<file path="src/rtl/vagg_pkg.sv">
package vagg_pkg;

  localparam logic [1:0] OP_VOTE = 2'd0;
  localparam logic [1:0] OP_SET  = 2'd1;
  localparam logic [1:0] OP_CLR  = 2'd2;
  localparam logic [1:0] OP_READ = 2'd3;

  localparam logic [1:0] VT_MIN  = 2'd0;
  localparam logic [1:0] VT_MAX  = 2'd1;
  localparam logic [1:0] VT_ANY  = 2'd2;
  localparam logic [1:0] VT_NONE = 2'd3;

  localparam logic [4:0] NO_CLIENT = 5'd16;

  typedef struct packed {
    logic        en;
    logic [31:0] val;
  } vote_t;

  typedef struct packed {
    logic        ok;
    logic [31:0] val;
    logic [4:0]  who;
  } elect_t;

endpackage

</file>
<file path="src/rtl/vote_aggregator_min_max_any.sv">
// Vote aggregator: one vote (enabled flag, signed value) per client slot, and
// an elected result over the enabled votes (minimum, maximum or any enabled).
// Input channel in_valid/in_ready carries op, client, enabled, value; output
// channel out_valid/out_ready carries one result item per input item.
// cfg_we/cfg_data write the election rule; write only while the block is idle.
// A cast vote that triggers an election passes through S_READ, S_SCAN,
// S_ELECT and S_DONE; S_SCAN reads the vote memory one entry per cycle
// through its single read port, whose read data is registered.
// A repeated vote, an ignored vote and the override and read ops go from
// S_READ straight to S_DONE.
// One item is in work at a time; the next item
// is accepted as soon as the previous one has been placed in the output
// register, even if that result is still waiting. When the receiver stalls
// with a result held, the following item stops before its result is loaded
// and in_ready stays low.
// Reset (rst, synchronous) clears all votes to zero through per-slot valid
// bits, drops any override and forgets the elected result; no clearing pass.
module vote_aggregator_min_max_any
  import vagg_pkg::*;
#(
  parameter int NUM_CLIENTS = 16
) (
  input  logic               clk,
  input  logic               rst,
  input  logic               cfg_we,
  input  logic [1:0]         cfg_data,
  input  logic               in_valid,
  output logic               in_ready,
  input  logic [1:0]         op,
  input  logic [3:0]         client,
  input  logic               enabled,
  input  logic signed [31:0] value,
  output logic               out_valid,
  input  logic               out_ready,
  output logic               notify,
  output logic               notify_has_value,
  output logic signed [31:0] notify_value,
  output logic [4:0]         notify_client,
  output logic               effective_valid,
  output logic signed [31:0] effective_value,
  output logic [4:0]         effective_client,
  output logic               override_active,
  output logic               client_enabled,
  output logic               client_value_valid,
  output logic signed [31:0] client_value
);

  localparam int IDX_W = $clog2(NUM_CLIENTS);

  typedef enum logic [2:0] {
    S_IDLE,
    S_READ,
    S_SCAN,
    S_ELECT,
    S_DONE
  } state_t;

  state_t           state;
  logic [1:0]       elect_mode;
  logic [1:0]       op_r;
  logic [3:0]       client_r;
  logic             en_r;
  logic [31:0]      value_r;
  logic             in_range_r;
  logic [IDX_W-1:0] idx_r;
  logic             cur_en;
  logic [31:0]      cur_val;
  logic             n_r;
  logic             nh_r;
  logic [31:0]      nv_r;
  logic [4:0]       nc_r;
  logic             elected_valid;
  logic [31:0]      elected_value;
  logic [4:0]       elected_client;
  logic             has_voted;
  logic             forced_active;
  logic [31:0]      forced_value;
  logic [IDX_W:0]   scan_cnt;
  logic             p_valid;
  logic [IDX_W-1:0] p_idx;

  logic [6:0]       client_ext;
  logic             in_range;
  logic             issuing;
  logic [IDX_W-1:0] raddr;
  logic             mem_we;
  vote_t            wdata;
  vote_t            rdata;
  elect_t           res;
  logic             elect_clear;
  logic             vote_ok;
  logic [31:0]      new_val;
  logic             same;
  logic [4:0]       who;
  logic             changed;

  assign client_ext   = {3'b0, client};
  assign in_range     = client_ext < 7'(NUM_CLIENTS);
  assign in_ready     = (state == S_IDLE);
  assign issuing      = (state == S_SCAN) && (scan_cnt != (IDX_W+1)'(NUM_CLIENTS));

  always_comb begin
    raddr = '0;
    if (state == S_IDLE && in_range) begin
      raddr = client_ext[IDX_W-1:0];
    end else if (issuing) begin
      raddr = scan_cnt[IDX_W-1:0];
    end
  end

  assign vote_ok  = (op_r == OP_VOTE) && (elect_mode != VT_NONE) && in_range_r;
  assign new_val  = (elect_mode == VT_ANY) ? {31'b0, en_r} : value_r;
  assign same     = (rdata.en == en_r) && (rdata.val == new_val);
  assign mem_we   = (state == S_READ) && vote_ok;
  assign wdata.en  = en_r;
  assign wdata.val = new_val;
  assign elect_clear = (state == S_READ);

  assign who     = (elect_mode == VT_ANY) ? {1'b0, client_r} : res.who;
  assign changed = !has_voted || (res.ok != elected_valid) || (res.val != elected_value);

  vagg_vote_mem #(
    .NUM_CLIENTS(NUM_CLIENTS)
  ) u_mem (
    .clk  (clk),
    .rst  (rst),
    .we   (mem_we),
    .waddr(idx_r),
    .wdata(wdata),
    .raddr(raddr),
    .rdata(rdata)
  );

  vagg_elect #(
    .NUM_CLIENTS(NUM_CLIENTS)
  ) u_elect (
    .clk       (clk),
    .rst       (rst),
    .clear     (elect_clear),
    .ent_valid (p_valid),
    .ent       (rdata),
    .ent_idx   (p_idx),
    .elect_mode(elect_mode),
    .res       (res)
  );

  always_ff @(posedge clk) begin
    if (rst) begin
      state          <= S_IDLE;
      out_valid      <= 1'b0;
      elect_mode     <= VT_MIN;
      elected_valid  <= 1'b0;
      elected_value  <= 32'b0;
      elected_client <= NO_CLIENT;
      has_voted      <= 1'b0;
      forced_active  <= 1'b0;
      forced_value   <= 32'b0;
      p_valid        <= 1'b0;
      scan_cnt       <= '0;
    end else begin
      if (state == S_DONE && (!out_valid || out_ready)) begin
        out_valid <= 1'b1;
      end else if (out_ready) begin
        out_valid <= 1'b0;
      end
      if (cfg_we) begin
        elect_mode <= cfg_data;
        if (!has_voted) begin
          elected_valid  <= (cfg_data == VT_ANY);
          elected_value  <= 32'b0;
          elected_client <= NO_CLIENT;
        end
      end
      p_valid <= issuing;
      case (state)
        S_IDLE: begin
          if (in_valid) begin
            op_r       <= op;
            client_r   <= client;
            en_r       <= enabled;
            value_r    <= value;
            in_range_r <= in_range;
            idx_r      <= in_range ? client_ext[IDX_W-1:0] : '0;
            n_r        <= 1'b0;
            nh_r       <= 1'b0;
            nv_r       <= 32'b0;
            nc_r       <= NO_CLIENT;
            state      <= S_READ;
          end
        end
        S_READ: begin
          cur_en   <= vote_ok ? en_r : rdata.en;
          cur_val  <= vote_ok ? new_val : rdata.val;
          scan_cnt <= '0;
          state    <= (vote_ok && !(same && has_voted)) ? S_SCAN : S_DONE;
          case (op_r)
            OP_SET: begin
              n_r           <= 1'b1;
              nh_r          <= 1'b1;
              nv_r          <= value_r;
              nc_r          <= {1'b0, client_r};
              forced_active <= 1'b1;
              forced_value  <= value_r;
            end
            OP_CLR: begin
              n_r           <= 1'b1;
              nh_r          <= elected_valid;
              nv_r          <= elected_valid ? elected_value : 32'b0;
              nc_r          <= elected_client;
              forced_active <= 1'b0;
            end
            default: begin
            end
          endcase
        end
        S_SCAN: begin
          if (issuing) begin
            p_idx    <= scan_cnt[IDX_W-1:0];
            scan_cnt <= scan_cnt + 1'b1;
          end else if (!p_valid) begin
            state <= S_ELECT;
          end
        end
        S_ELECT: begin
          if (changed) begin
            elected_valid  <= res.ok;
            elected_value  <= res.val;
            elected_client <= who;
            if (!forced_active) begin
              n_r  <= 1'b1;
              nh_r <= res.ok;
              nv_r <= res.val;
              nc_r <= who;
            end
          end
          has_voted <= 1'b1;
          state     <= S_DONE;
        end
        S_DONE: begin
          if (!out_valid || out_ready) begin
            notify             <= n_r;
            notify_has_value   <= nh_r;
            notify_value       <= nv_r;
            notify_client      <= nc_r;
            effective_valid    <= forced_active || elected_valid;
            effective_value    <= forced_active ? forced_value :
                                  (elected_valid ? elected_value : 32'b0);
            effective_client   <= elected_client;
            override_active    <= forced_active;
            client_enabled     <= in_range_r && cur_en;
            client_value_valid <= in_range_r && ((elect_mode == VT_ANY) || cur_en);
            client_value       <= (in_range_r && ((elect_mode == VT_ANY) || cur_en)) ?
                                  cur_val : 32'b0;
            state              <= S_IDLE;
          end
        end
        default: begin
          state <= S_IDLE;
        end
      endcase
    end
  end

  a_empty_elect: assert property (@(posedge clk) disable iff (rst)
    !elected_valid |-> (elected_value == 32'b0) && (elected_client == NO_CLIENT))
    else $error("empty elected result carries a value or client");

  a_elect_after_scan: assert property (@(posedge clk) disable iff (rst)
    (state == S_ELECT) |-> $past(state) == S_SCAN)
    else $error("election applied without a scan");

  a_vote_notify_no_override: assert property (@(posedge clk) disable iff (rst)
    (state == S_DONE) && n_r && (op_r == OP_VOTE) |-> !forced_active)
    else $error("vote notified while override active");

  a_no_value_zero: assert property (@(posedge clk) disable iff (rst)
    out_valid && notify && !notify_has_value |-> notify_value == 32'sd0)
    else $error("notify without value carries nonzero value");

endmodule

</file>
<file path="src/rtl/vagg_vote_mem.sv">
module vagg_vote_mem
  import vagg_pkg::*;
#(
  parameter int NUM_CLIENTS = 16
) (
  input  logic                           clk,
  input  logic                           rst,
  input  logic                           we,
  input  logic [$clog2(NUM_CLIENTS)-1:0] waddr,
  input  vote_t                          wdata,
  input  logic [$clog2(NUM_CLIENTS)-1:0] raddr,
  output vote_t                          rdata
);

  vote_t              mem [NUM_CLIENTS];
  logic [NUM_CLIENTS-1:0] vld;
  vote_t              data_q;
  logic               vld_q;

  // entries never written read as zero
  always_ff @(posedge clk) begin
    if (rst) begin
      vld <= '0;
    end else if (we) begin
      vld[waddr] <= 1'b1;
    end
  end

  always_ff @(posedge clk) begin
    if (we) begin
      mem[waddr] <= wdata;
    end
    data_q <= mem[raddr];
    vld_q  <= vld[raddr];
  end

  assign rdata = vld_q ? data_q : '0;

endmodule

</file>
<file path="src/rtl/vagg_elect.sv">
module vagg_elect
  import vagg_pkg::*;
#(
  parameter int NUM_CLIENTS = 16
) (
  input  logic                           clk,
  input  logic                           rst,
  input  logic                           clear,
  input  logic                           ent_valid,
  input  vote_t                          ent,
  input  logic [$clog2(NUM_CLIENTS)-1:0] ent_idx,
  input  logic [1:0]                     elect_mode,
  output elect_t                         res
);

  localparam int IDX_W = $clog2(NUM_CLIENTS);

  logic             found;
  logic             any_en;
  logic [31:0]      best_val;
  logic [4:0]       best_who;
  logic             better;
  logic [IDX_W+4:0] who_ext;

  assign who_ext = {5'b0, ent_idx};

  always_comb begin
    if (!found) begin
      better = 1'b1;
    end else if (elect_mode == VT_MIN) begin
      better = $signed(ent.val) < $signed(best_val);
    end else begin
      better = $signed(ent.val) > $signed(best_val);
    end
  end

  always_ff @(posedge clk) begin
    if (rst || clear) begin
      found  <= 1'b0;
      any_en <= 1'b0;
    end else if (ent_valid && ent.en) begin
      any_en <= 1'b1;
      if (better) begin
        found    <= 1'b1;
        best_val <= ent.val;
        best_who <= who_ext[4:0];
      end
    end
  end

  // who in any mode is replaced by the voter upstream
  always_comb begin
    if (elect_mode == VT_ANY) begin
      res.ok  = 1'b1;
      res.val = {31'b0, any_en};
      res.who = NO_CLIENT;
    end else begin
      res.ok  = found;
      res.val = found ? best_val : 32'b0;
      res.who = found ? best_who : NO_CLIENT;
    end
  end

endmodule
</file>
<file path="config.mk">
export PLATFORM = sky130hd
export DESIGN_NAME = vote_aggregator_min_max_any
export DESIGN_NICKNAME = d
export VERILOG_FILES = /design/src/rtl/vagg_pkg.sv /design/src/rtl/vote_aggregator_min_max_any.sv /design/src/rtl/vagg_vote_mem.sv /design/src/rtl/vagg_elect.sv
export SDC_FILE = /design/constraint.sdc
export NUM_CORES = 1
export LEC_CHECK = 0
export ABC_AREA = 1
export BUFFER_PORTS_ARGS = -buffer_cell sky130_fd_sc_hd__buf_4
export CAP_MARGIN = 20
export CORE_UTILIZATION = 50
export CTS_CLUSTER_SIZE = 24
export DETAILED_ROUTE_END_ITERATION = 10
export PLACE_DENSITY = 0.7
export SETUP_SLACK_MARGIN = 0.5
export SLEW_MARGIN = 20
export SYNTH_ARGS = -nofsm -noshare
export SYNTH_HDL_FRONTEND = slang
export SYNTH_SLANG_ARGS = --single-unit
</file>
<file path="constraint.sdc">
create_clock -name clk -period 11.4 [get_ports clk]
set_clock_uncertainty 0.15 [all_clocks]
set_input_delay 2.28 -clock clk [delete_from_list [all_inputs] [get_ports clk]]
set_output_delay 2.28 -clock clk [all_outputs]
set_load 0.03 [all_outputs]
</file>
==> flow_summary.toml, run 1 <==
[pwr]
p_leak_uw = 0.01595
power-per-cell-area_mw_per_mm2 = 179.2
peakVddDrop_mv = 0.09440

[route]
vias = 25750
wire_per_inst_um = 20.96
drt_iter0_drc = 2826
first_pass_iters = 6
drc = 0
finalWirelength_um = 95640
detail-route-antenna-nets = 0
vias_per_cell = 5.643

[cts]
cts_tree = "yes"
postCtsSetupBuffers = 0
cts_root_buf = "clkbuf_16"
clk_pin_slew_ns = 0.06
cts.sinks = 927
numCtsBuffers = 89
hold_buffers = 0
post_cts_resized = 0
cts_htree_levels = 3
clock_latency_ns = 0.64
clk_path_buf_depth = 3

[placement]
port_buffers = 159
place_hpwl_um = 54570
gp_congestion = 0.8805
dp_cells = 4398

[final_layout]
diodes = 0
area_growth_pct = 13.49
drive_gt1_share_pct = 16.05
layout.nets = 3543
nFillCells = 6054
final_common_cell = "edfxtp_1"
layoutNonFillerInstCount = 4563
layout_common_cells = "edfxtp_1, nor2_1, nand2_1"

[synthesis]
netlist_instances = 3354
synth_top_area_share_pct = 61.80
ys_seq_elements = 927
seq_area_frac_synth_pct = 68.88
synth_edf_count = 791
synth_cell_types = 39
syn_area_per_cell_um2 = 11.46
synth_area_leaders = "edfxtp_1, dfxtp_1, nor2_1, nand3_1, nand2_1"
yosys_warnings = 0
syn_area_mm2 = 0.03844
yosys.area.top_type = "edfxtp_1"
async_reset_ff_share_pct = 0
synthFlopType = "edfxtp_1"
syn-num-nets = 3437

[setup_path]
worstPathMaxFanout = 163
crit_path_end_kind = "register"
critPathArrivalTime_ns = 6.11
crit-reg2reg-launch = "scan_cnt[1]"
crit_required_ns = 11.82
worstSetupPathType = "primary input to register"
cp-start-kind = "primary input"
ff2ff_setup_slack_ns = 6.42
crit_start = "client[0]"

[floorplan]
fp.dieArea_mm2 = 0.07798
num_rows = 101
dieWidth_um = 279.3
core_area_mm2 = 0.07595
io_pins = 160
die_h_um = 279.3
start_util_pct = 50.61

[sta]
setup_viol = 0
worstMarginPinSlew_ns = 1.106
fmaxAchievable_mhz = 175.7
fin_setup_tns_ns = 0
rsz0062_at_grt = "false"
fin_crit_ns = 5.691
final_max_slew_viol_count = 0
period_share_pct = 49.93
final_hold_viol_count = 0
relSlewSlack_pct = 26.13

[global_routing]
antenna_found_initial = 0
grt_overflow_total = 0
grt_pass1_vias = 24390
grt_first_pass_wirelength_um = 144700
grtUsageTotal_pct = 24.39
grt_max_degree = 172

[hold_path]
min-delay-path-class = "register to register"
hp-start = "p_idx[2]"

[run_status]
status = "finished, final reports clean"

[run]
maxCapViolations = 0
cell type report:
| class | instances | area (µm²) | share of cell area [%] |
|---|---|---|---|
| Clock buffer | 120 | 2476 | 5.676 |
| Tap cell | 1030 | 1289 | 2.954 |
| Sequential cell | 927 | 26480 | 60.70 |
| Inverter | 252 | 955.9 | 2.191 |
| Timing Repair Buffer | 206 | 1572 | 3.603 |
| Multi-Input combinational cell | 1984 | 10260 | 23.53 |
| Clock inverter | 44 | 588.1 | 1.348 |
metal layers:
metal / track usage, % / wire length (µm) / vias up / share of wire, %
met5: 0 / 0 / - / 0
met4: 11.16 / 3944 / 0 / 4.1
met3: 3.196 / 7081 / 224 / 7.4
met2: 40.18 / 45780 / 1129 / 48
met1: 32.25 / 38840 / 12440 / 41
li1: - / - / 11960 / -
final timing paths:
check | cells past startpoint | to
worst max-delay path | 12 | u_mem.data_q[4]
worst min-delay path | 0 | u_elect.best_who[2]
worst max register to register | 16 | u_mem.data_q[4]
worst min register to register | 0 | u_elect.best_who[2]
cell families after synthesis:
kind of cell             synth area share (%)
AND/OR/NAND/NOR                         15.75
flip-flops                              68.88
adder cells (fa/ha/maj)                 1.204
buffers and inverters                   4.922
XOR/XNOR                               0.3418
AO/OA/AOI/OAI                           8.900
through the flow:
stage,utilization [%],area [µm²],hold WS [ns],total power [µW],setup slack [ns]
after detailed placement,53.37,40530,0.2545,4794,5.163
final,57.44,43620,0.2661,7816,5.709
after floorplan,-,38440,0.2503,4529,3.135
after global placement,53.37,40530,0.2512,4775,5.318
after global routing,57.44,43620,0.2663,8080,5.455
after CTS,57.40,43600,0.2637,7844,5.775
cell usage after synthesis, drive strengths merged (2+ instances only):
cell / instances
o211ai: 163
o31ai: 23
ha: 37
xor2: 15
nor3: 14
nand3: 293
a31oi: 12
o22ai: 15
nand4: 21
dfxtp: 136
clkinv: 5
a21oi: 82
nand3b: 5
nor2: 474
buf: 85
o21ai: 266
clkbuf: 106
inv: 247
or2: 164
o21a: 3
edfxtp: 791
nand2: 393
a21o: 2
power by group:
part           internal, µW  total, µW  switching [µW]
Clock                  1840       3080            1230
Sequential             3810       3870            63.9
Combinational           254        868             614
Total                  5900       7820            1910
critical path, cell delays in order:
cell	delay [ns]
buf_4	0.11
nand2_1	0.16
nand2_8	0.38
inv_8	0.89
buf_4	0.65
buf_4	0.65
nor2_1	0.09
nor2_1	0.13
o21ai_0	0.12
nand3_1	0.12
nand3_1	0.08
nand2_1	0.10
state kept, by name, summed over array words and instances, names as in the netlist, 2 cells and up:
| name | flops |
|---|---|
| u_mem.mem | 528 |
| u_mem.data_q | 33 |
| client_value | 32 |
| cur_val | 32 |
| effective_value | 32 |
| elected_value | 32 |
| forced_value | 32 |
| notify_value | 32 |
| nv_r | 32 |
| u_elect.best_val | 32 |
| value_r | 32 |
| u_mem.vld | 16 |
| effective_client | 5 |
| elected_client | 5 |
| nc_r | 5 |
| notify_client | 5 |
| scan_cnt | 5 |
| p_idx | 4 |
| u_elect.best_who | 4 |
| client_r | 3 |
| state | 3 |
| elect_mode | 2 |
| op_r | 2 |
Note: power is estimated with default switching activity, not from simulation.
==> run 2: changes to the inputs <==
Settings changed: PLACE_DENSITY 0.7 to 0.72.
Clock period 11.4 ns to 4.95 ns, I/O delays scaled along.
==> flow_summary.toml, run 2 (synthesis gave the netlist of run 1 again) <==
[sta]
final_hold_viol_count = 0
relSlewSlack_pct = 20.74
setup_viol = 0
fin_crit_ns = 3.616
worstMarginPinSlew_ns = 1.186
fin_setup_tns_ns = 0
fmaxAchievable_mhz = 276.5
finalWorstSetupSlack_ns = 1.334
whs_ns = 0.2678
rsz0062_at_grt = "false"
final_max_slew_viol_count = 0
period_share_pct = 73.06

[pwr]
p_leak_uw = 0.01600
total_power_uw = 17820
peakVddDrop_mv = 0.2579
power-per-cell-area_mw_per_mm2 = 407.7

[final_layout]
top_register = "u_mem.mem"
layout.nets = 3558
fin_util_pct = 57.56
seq_area_mm2 = 0.02648
final_common_cell = "edfxtp_1"
area_growth_pct = 13.74
layout_common_cells = "edfxtp_1, nor2_1, nand2_1"
largest_reg_flops = 528
drive_gt1_share_pct = 16.63
nFillCells = 6018
diodes = 0
largestRegisters = "u_mem.mem x528, u_mem.data_q x33"
multiInputGateArea_mm2 = 0.01026

[setup_path]
critPathArrivalTime_ns = 3.78
cp-start-kind = "register"
ff2ff_setup_slack_ns = 1.33
crit_path_end_kind = "register"
crit-reg2reg-launch = "state[0]"
crit_required_ns = 5.11
r2r-end = "u_mem.mem[0][31]"
ff2ff_path_depth = 10
endpoint = "u_mem.mem[0][31]"
worstPathMaxFanout = 39
worstSetupPathType = "register to register"
crit_start = "state[0]"

[route]
vias_per_cell = 5.629
drc = 0
finalWirelength_um = 95600
wire_per_inst_um = 20.86
drt_iter0_drc = 2990
detail-route-antenna-nets = 0
first_pass_iters = 6
vias = 25800

[cts]
clock_latency_ns = 0.64
cts.sinks = 927
post_cts_resized = 0
hold_buffers = 0
cts_root_buf = "clkbuf_16"
clk_path_buf_depth = 3
numCtsBuffers = 92
clk_pin_slew_ns = 0.07
cts_tree = "yes"
postCtsSetupBuffers = 0
cts_htree_levels = 3

[floorplan]
die_h_um = 279.3
num_rows = 101
fp.dieArea_mm2 = 0.07798
core_area_mm2 = 0.07595
dieWidth_um = 279.3
io_pins = 160
start_util_pct = 50.61

[placement]
port_buffers = 159
dp_slack_ns = 1.370
place_hpwl_um = 57080
gp_congestion = 0.8973

[global_routing]
grtUsageTotal_pct = 24.42
grt_first_pass_wirelength_um = 145800
grt_overflow_total = 0
antenna_found_initial = 0
grt_max_degree = 161
grt_pass1_vias = 24470

[run]
maxCapViolations = 0

[hold_path]
min-delay-path-class = "register to register"

[run_status]
status = "finished, final reports clean"
-- run 2: cell types whose count changed in the layout (fill, tap and decap cells not counted), sizes merged --
cell / delta
clkbuf: +3
inv: +6
clkinv: +6
buf: +12
bufinv: -9
clkinvlp: +3
-- run 2: final cells by class --
| cell class | count | share of cell area (%) |
|---|---|---|
| flip-flops and latches | 927 | 60.57 |
| multi-input cells | 1984 | 23.48 |
| inverters | 252 | 2.187 |
| well taps | 1030 | 2.948 |
| repair buffers | 218 | 3.990 |
| clock buffers | 123 | 5.790 |
| clock inverters | 50 | 1.039 |
-- run 2: where the power goes --
part | internal (µW) | switching (µW)
Sequential | 8770 | 147
Clock | 3890 | 2960
Combinational | 603 | 1450
Total | 13300 | 4560
-- run 2: critical path: stages, from the launching register on --
cell     delay, ns
dfxtp_1       0.34
inv_2         0.05
nor2_1        0.19
inv_2         0.08
nor2_2        0.09
buf_4         0.39
inv_2         0.23
nor2_1        0.21
nand3_1       0.37
nor2_4        0.72
buf_4         0.42
-- run 2: routing by layer --
metal | wire, µm | vias up | GRT usage [%]
li1 | - | 11990 | -
met1 | 39100 | 12430 | 33.70
met2 | 45610 | 1230 | 39.53
met3 | 8262 | 153 | 3.606
met4 | 2623 | 0 | 8.467
met5 | 0 | - | 0
-- run 2: worst min path at each step --
| stage | start | endpoint | slack [ns] | depth (start not counted) |
|---|---|---|---|---|
| 6_report | nv_r[4] | notify_value[4] | 0.27 | 0 |
| 5_1_grt | nv_r[26] | notify_value[26] | 0.27 | 0 |
| 2_1_floorplan | n_r | notify | 0.25 | 0 |
| 4_1_cts | nv_r[4] | notify_value[4] | 0.27 | 0 |
| 3_5_place_dp | nv_r[4] | notify_value[4] | 0.25 | 0 |
| 3_3_place_gp | nv_r[18] | notify_value[18] | 0.25 | 0 |
-- run 2: per-stage QoR --
stage | cells | cell area [µm²]
after floorplan | 3354 | 38450
after global placement | 4409 | 40700
after CTS | 4583 | 43700
after detailed placement | 4410 | 40720
final | 4584 | 43720
after global routing | 4584 | 43720
